## src/hdl/pvmt_pkg.sv

```systemverilog
`default_nettype none
package pvmt_pkg;

	// Grid size of the surface; the store holds one entry per grid point.
	localparam int GRID_X = 64;
	localparam int GRID_Y = 64;
	localparam int DEPTH  = GRID_X * GRID_Y;
	localparam int ADDR_W = (DEPTH > 1) ? $clog2(DEPTH) : 1;

	// Field widths.
	localparam int COORD_W    = 6;
	localparam int VEL_W      = 24;
	localparam int SCALE_W    = 18;
	localparam int SCALE_FRAC = 16;
	localparam int MAG_W      = 25;

	localparam logic [SCALE_W-1:0] SCALE_RESET = 18'd65536;

	// Sum of squares, root and remainder widths of the square root unit.
	localparam int SQ_W   = 2 * MAG_W + 2;
	localparam int ROOT_W = SQ_W / 2;
	localparam int REM_W  = ROOT_W + 4;
	localparam int CNT_W  = $clog2(ROOT_W + 1);

	// Stream data widths, rounded up to whole bytes.
	localparam int IN_BITS   = 2 * COORD_W + 3 * VEL_W;
	localparam int S_TDATA_W = ((IN_BITS + 7) / 8) * 8;
	localparam int OUT_BITS  = 2 * MAG_W;
	localparam int M_TDATA_W = ((OUT_BITS + 7) / 8) * 8;

	// Pair of peaks kept per grid point; horiz sits in the low bits.
	typedef struct packed {
		logic [MAG_W-1:0] total;
		logic [MAG_W-1:0] horiz;
	} pvmt_peaks_t;

	// Write request into the peak store.
	typedef struct packed {
		logic              en;
		logic [ADDR_W-1:0] addr;
		pvmt_peaks_t       data;
	} pvmt_mem_wr_t;

endpackage
`default_nettype wire

```

## src/hdl/pvmt_isqrt.sv

```systemverilog
`default_nettype none
module pvmt_isqrt (
	input  logic                       clk,
	input  logic                       arst_n,
	input  logic                       start,
	input  logic [pvmt_pkg::SQ_W-1:0]  radicand,
	output logic                       done,
	output logic [pvmt_pkg::MAG_W-1:0] root
);
	import pvmt_pkg::*;

	logic [SQ_W-1:0]   rad_q;
	logic [REM_W-1:0]  rem_q, rem_sh, trial;
	logic [ROOT_W-1:0] root_q;
	logic [CNT_W-1:0]  cnt_q;
	logic              done_q;
	logic              take;

	// One root bit per cycle: bring down two radicand bits and try 4*root+1.
	always_comb begin
		rem_sh = {rem_q[REM_W-3:0], rad_q[SQ_W-1 -: 2]};
		trial  = {2'b00, root_q, 2'b01};
		take   = (rem_sh >= trial);
	end

	// Step counter and completion pulse.
	always_ff @(posedge clk or negedge arst_n) begin
		if (!arst_n) begin
			cnt_q  <= '0;
			done_q <= 1'b0;
		end else if (start) begin
			cnt_q  <= CNT_W'(ROOT_W);
			done_q <= 1'b0;
		end else if (cnt_q != '0) begin
			cnt_q  <= cnt_q - CNT_W'(1);
			done_q <= (cnt_q == CNT_W'(1));
		end else begin
			done_q <= 1'b0;
		end
	end

	// Radicand, partial remainder and partial root.
	always_ff @(posedge clk) begin
		if (start) begin
			rad_q  <= radicand;
			rem_q  <= '0;
			root_q <= '0;
		end else if (cnt_q != '0) begin
			rad_q <= {rad_q[SQ_W-3:0], 2'b00};
			if (take) begin
				rem_q  <= rem_sh - trial;
				root_q <= {root_q[ROOT_W-2:0], 1'b1};
			end else begin
				rem_q  <= rem_sh;
				root_q <= {root_q[ROOT_W-2:0], 1'b0};
			end
		end
	end

	// A root beyond the magnitude range saturates.
	assign root = root_q[ROOT_W-1] ? '1 : root_q[MAG_W-1:0];
	assign done = done_q;

endmodule
`default_nettype wire

```

## config.mk

```make
export PLATFORM = sky130hd
export DESIGN_NAME = pvmt_isqrt
export DESIGN_NICKNAME = d
export VERILOG_FILES = /design/src/hdl/pvmt_pkg.sv /design/src/hdl/pvmt_isqrt.sv
export SDC_FILE = /design/constraint.sdc
export NUM_CORES = 1
export LEC_CHECK = 0
export BUFFER_PORTS_ARGS = -buffer_cell sky130_fd_sc_hd__buf_2
export CORE_UTILIZATION = 59
export CTS_CLUSTER_DIAMETER = 80
export DETAILED_ROUTE_END_ITERATION = 16
export PLACE_DENSITY = 0.81
export SYNTH_ARGS = -nofsm -noshare
export SYNTH_HDL_FRONTEND = slang
export SYNTH_SLANG_ARGS = --single-unit
export TNS_END_PERCENT = 20
```

## constraint.sdc

```tcl
create_clock -name clk -period 3.5 [get_ports clk]
set_clock_uncertainty 0.15 [all_clocks]
set_input_delay 0.7 -clock clk [delete_from_list [all_inputs] [get_ports clk]]
set_output_delay 0.7 -clock clk [all_outputs]
set_load 0.02 [all_outputs]
```

Word level (Yosys, flattened, before mapping)
Index checks and enable logic that the tools add are counted.
{"block": "totals", "memories": 0, "mem_bits_rw": 0, "input_bits": 55, "latchBits": 0, "wordCells": 20, "register_bits": 112, "mem_bits_ro": 0, "out_inout_bits": 26}
{"block": "op_classes", "n_mux": 9, "add_sub_neg": 2, "reduce_logical": 2, "div": 0, "n_shift": 0, "n_lt_le_gt_ge": 1, "mul": 0, "eq_ne": 1, "bitwise_logic": 0}
{"cell": "$mux 52", "n": 2}
{"cell": "$ge 30x28->1", "n": 1}
{"cell": "$mux 28", "n": 1}
{"cell": "$sub 28x28->28", "n": 1}
{"cell": "$mux 25", "n": 1}
{"cell": "$mux 5", "n": 2}
{"cell": "$eq 5x1->1 const B", "n": 1}
{"cell": "$reduce_bool 5->1", "n": 1}
{"cell": "$sub 5x1->5 const B", "n": 1}
{"cell": "$mux 1", "n": 3}
{"cell": "$reduce_bool 2->1", "n": 1}

Depth between registers and ports, before layout
{"block": "logic_depth", "ltp_word": 3, "depth_mapped": 12, "depth_no_buf": 10}

Least setup slack after synthesis
Ideal clock, no wire load.
{"block": "synth_timing", "path_kind": "flip-flop to flip-flop", "from": "register cnt_q[0]", "to": "register rad_q[0], enable pin", "path_stages_with_launch": 7, "path_slack_ns": 0.407, "required_time_ns": 2.741, "n_path_buf": 2, "setup_ns": 0.609, "t_arrival_ns": 2.334, "synth_period_minus_slack_ns": 3.093, "cell_sequence": "dfrtp_1 > inv_1 > ha_1 > and2_1 > buf_1 > clkbuf_1 > nand2_1"}
{"block": "synth_between", "elab_chain_len": 2}
{"item": "start: declaration", "line": "pvmt_isqrt.sv:15", "text": "logic [CNT_W-1:0] cnt_q;"}
{"item": "start signal: assignment", "line": "pvmt_isqrt.sv:32", "text": "cnt_q <= CNT_W'(ROOT_W);"}
{"item": "start signal: assignment", "line": "pvmt_isqrt.sv:35", "text": "cnt_q <= cnt_q - CNT_W'(1);"}
{"item": "$reduce_bool 5->1", "line": "pvmt_isqrt.sv:48", "text": "end else if (cnt_q != '0) begin"}
{"item": "$reduce_bool 2->1 (no line)"}
{"item": "end signal: assignment", "line": "pvmt_isqrt.sv:45", "text": "rad_q <= radicand;"}
{"item": "end signal: assignment", "line": "pvmt_isqrt.sv:49", "text": "rad_q <= {rad_q[SQ_W-3:0], 2'b00};"}
{"item": "end: declaration", "line": "pvmt_isqrt.sv:12", "text": "logic [SQ_W-1:0] rad_q;"}
No other way between the ends.
A chain may end at the register's enable or synchronous reset.

Worst setup path after layout
{"block": "layout_timing", "from": "register root_q[15]", "to": "register rem_q[2]"}
{"block": "layout_between", "elab_chain_len": 2}
{"item": "start: declaration", "line": "pvmt_isqrt.sv:14", "text": "logic [ROOT_W-1:0] root_q;"}
{"item": "start signal: assignment", "line": "pvmt_isqrt.sv:52", "text": "root_q <= {root_q[ROOT_W-2:0], 1'b1};"}
{"item": "start signal: assignment", "line": "pvmt_isqrt.sv:55", "text": "root_q <= {root_q[ROOT_W-2:0], 1'b0};"}
{"item": "$ge 30x28->1", "line": "pvmt_isqrt.sv:23", "text": "take = (rem_sh >= trial);"}
{"item": "$mux 28", "line": "pvmt_isqrt.sv:50", "text": "if (take) begin"}
{"item": "end signal: assignment", "line": "pvmt_isqrt.sv:51", "text": "rem_q <= rem_sh - trial;"}
{"item": "end signal: assignment", "line": "pvmt_isqrt.sv:54", "text": "rem_q <= rem_sh;"}
{"item": "end: declaration", "line": "pvmt_isqrt.sv:13", "text": "logic [REM_W-1:0] rem_q, rem_sh, trial;"}
No other way between the ends.

==> impl_metrics.json <==
{
  "outcome": "complete, no violations",
  "drt_pass1_iterations": 5,
  "relSlewSlack_pct": 29.06,
  "cp-start-kind": "flip-flop",
  "worstMarginPinSlew_ps": 1060,
  "design.core.area_mm2": 0.01079,
  "final_cell_mix": "nand2_1 (125), buf_2 (79), a21oi_1 (62), dfxtp_1 (54)",
  "switchingPower_w": 0.002391,
  "mostFrequentLayoutCell": "nand2_1",
  "slew_violations": 0,
  "die_x_um": 107.1,
  "clk_pin_slew_worst_paths_ps": 110,
  "cellPowerDensity_mw_per_mm2": 784.7,
  "cts_root_buf": "clkbuf_8",
  "cts.hold.buffers_added": 1,
  "clkPwrFrac_pct": 14.6,
  "path_max_fanout": 14,
  "antennaDiodeCount": 0,
  "start_util_pct": 60.38,
  "async_flop_share_pct": 5.357,
  "postSynthNetCount": 768,
  "drt-vias-per-instance": 5.908,
  "grtUsageTotal_pct": 27.13,
  "routed_wl_mm": 14.85,
  "cts_made_buffers": 9,
  "final_antenna_net_count": 0,
  "gr-total-overflow": 0,
  "first_iter_violations": 298,
  "required_ps": 3660,
  "p_leak_nw": 3.106,
  "grt_pass1_wl_mm": 24.46,
  "yosys_warnings": 0,
  "nets": 833,
  "ir_worst_vdd_v": 0.0006392,
  "synth_cells": 682,
  "p_comb_share_pct": 55.1,
  "clk_path_buf_depth": 2,
  "finalHoldViolations": 0,
  "grt_max_degree": 107,
  "cts_tree": "built",
  "r2r_setup_slack_ps": 310,
  "gp_congestion": 0.9100,
  "cts_resized": 0,
  "fin_crit_ps": 3191,
  "avgSynthCellArea_um2": 9.555,
  "ys.flop_type": "dfxtp_1",
  "setup_tns_ps": 0,
  "cts_setup_buffers": 0,
  "cts_sinks": 112,
  "final-setup-viol-count": 0,
  "switching_share_pct": 42.06,
  "layout-drive-gt1-share_pct": 26.20,
  "maxCapViolations": 0,
  "synth_edf_count": 52,
  "post_drt_wl_per_cell_um": 16.64,
  "clock_latency_ps": 400,
  "hpwl_mm": 10.62,
  "num-fill-cells": 814,
  "worst_ep_arrival_time_ps": 3350,
  "placement.io_buffers": 80,
  "cts_max_level": 3,
  "dpl_cell_area_mm2": 0.007027,
  "vias": 5270,
  "rsz0062_at_grt": "false",
  "grt_pass1_vias": 5222,
  "synth.yosys.seq_area_share_pct": 42.86,
  "crit_path_end_kind": "flip-flop",
  "ys_ff_latch": 112,
  "post-route-period-util_pct": 91.18,
  "hold_class": "reg -> reg",
  "ys_types": 69,
  "syn_to_final_growth_pct": 11.19,
  "die-area_mm2": 0.01147,
  "fin_area_mm2": 0.007246,
  "io_pins": 81,
  "p_int_w": 0.003294,
  "syn_area_mm2": 0.006516,
  "p_seq_share_pct": 30.2,
  "fp-row-count": 38,
  "crit_type": "reg -> reg",
  "die_y_um": 107.1,
  "fmax_mhz": 313.3,
  "drc": 0,
  "antenna_found_initial": 0
}
## cells by family after synthesis
family,Yosys count,synth area share [%]
adders and majority gates,31,5.952
and+or+nand+nor,228,16.03
muxes,55,9.447
DFF,112,42.86
buffers and inverters,74,4.723
xor gates and xnor gates,17,2.285
AOI/OAI and AO/OA,165,18.70
## worst max-delay path: stages (launching register included)
cell and delay, ps:
dfxtp_1 370, inv_1 70, ha_1 460, nand2_2 150
nor4_2 300, o21ai_1 150, a21oi_2 270, o31ai_4 110
nand2_1 440, buf_4 250, nand3_1 100, a311oi_2 270
## state kept, by name (all words and copies together) (netlist names)
name and count:
rad_q 52, rem_q 28, root_q 26, cnt_q 5
done 1
## final timing paths
check / end / cells after the start / start
hold reg to reg: root_q[8] / 2 / root_q[7]
max in group asynchronous: cnt_q[4] / 2 / arst_n
setup reg to reg: rem_q[2] / 11 / root_q[15]
hold / removal: root_q[8] / 2 / root_q[7]
setup / recovery: rem_q[2] / 11 / root_q[15]
min in group asynchronous: cnt_q[3] / 2 / arst_n
## area by class of cell
class | count | area [um^2] | area share [%]
clock inverter | 7 | 85.08 | 1.174
inverter | 38 | 142.6 | 1.969
multi-input combinational | 496 | 3421 | 47.21
sequential | 112 | 2793 | 38.54
tap | 140 | 175.2 | 2.418
clock buffer | 9 | 123.9 | 1.710
timing repair buffer | 90 | 505.5 | 6.976
## synth_stat cells, types with 8 or more instances
cell / number / area (um^2)
clkbuf_1: 23 / 86.33
ha_1: 31 / 387.9
xnor2_1: 11 / 96.34
nand2_1: 127 / 476.7
nor3_1: 11 / 55.05
dfxtp_1: 54 / 1081
edfxtp_1: 52 / 1562
a311oi_2: 16 / 240.2
o211ai_1: 8 / 60.06
inv_1: 37 / 138.9
mux2_2: 52 / 585.6
o21ai_0: 19 / 95.09
a21oi_1: 62 / 310.3
nor2_1: 37 / 138.9
## routing by layer
layer / global-route usage, % / up-vias / wire, um
met2: 44.19 / 154 / 7055
li1: - / 2576 / -
met4: 12.43 / 0 / 393
met3: 6.261 / 30 / 861
met5: 0 / - / 0
met1: 34.17 / 2510 / 6534
## per-stage QoR
stage	setup slack [ps]	hold slack, ps	util, %	total power, W	instances
2_1_floorplan	406.9	254.4	-	0.004235	682
3_3_place_gp	474.7	297.8	65.11	0.004747	875
3_5_place_dp	359.9	311.5	65.11	0.004818	875
4_1_cts	324.6	326.2	67.13	0.005655	892
5_1_grt	71.23	341.4	67.13	0.006082	892
6_report	308.5	318.4	67.13	0.005686	892
## power groups by stage
stage,registers (W),clock network (W),logic [W]
after floorplan,0.00170,0,0.00254
after global placement,0.00173,0,0.00301
after detailed placement,0.00174,0,0.00308
after CTS,0.00172,0.000844,0.00309
after global routing,0.00174,0.000893,0.00345
final,0.00172,0.000832,0.00313
Note: power is estimated with default switching activity, not from simulation.
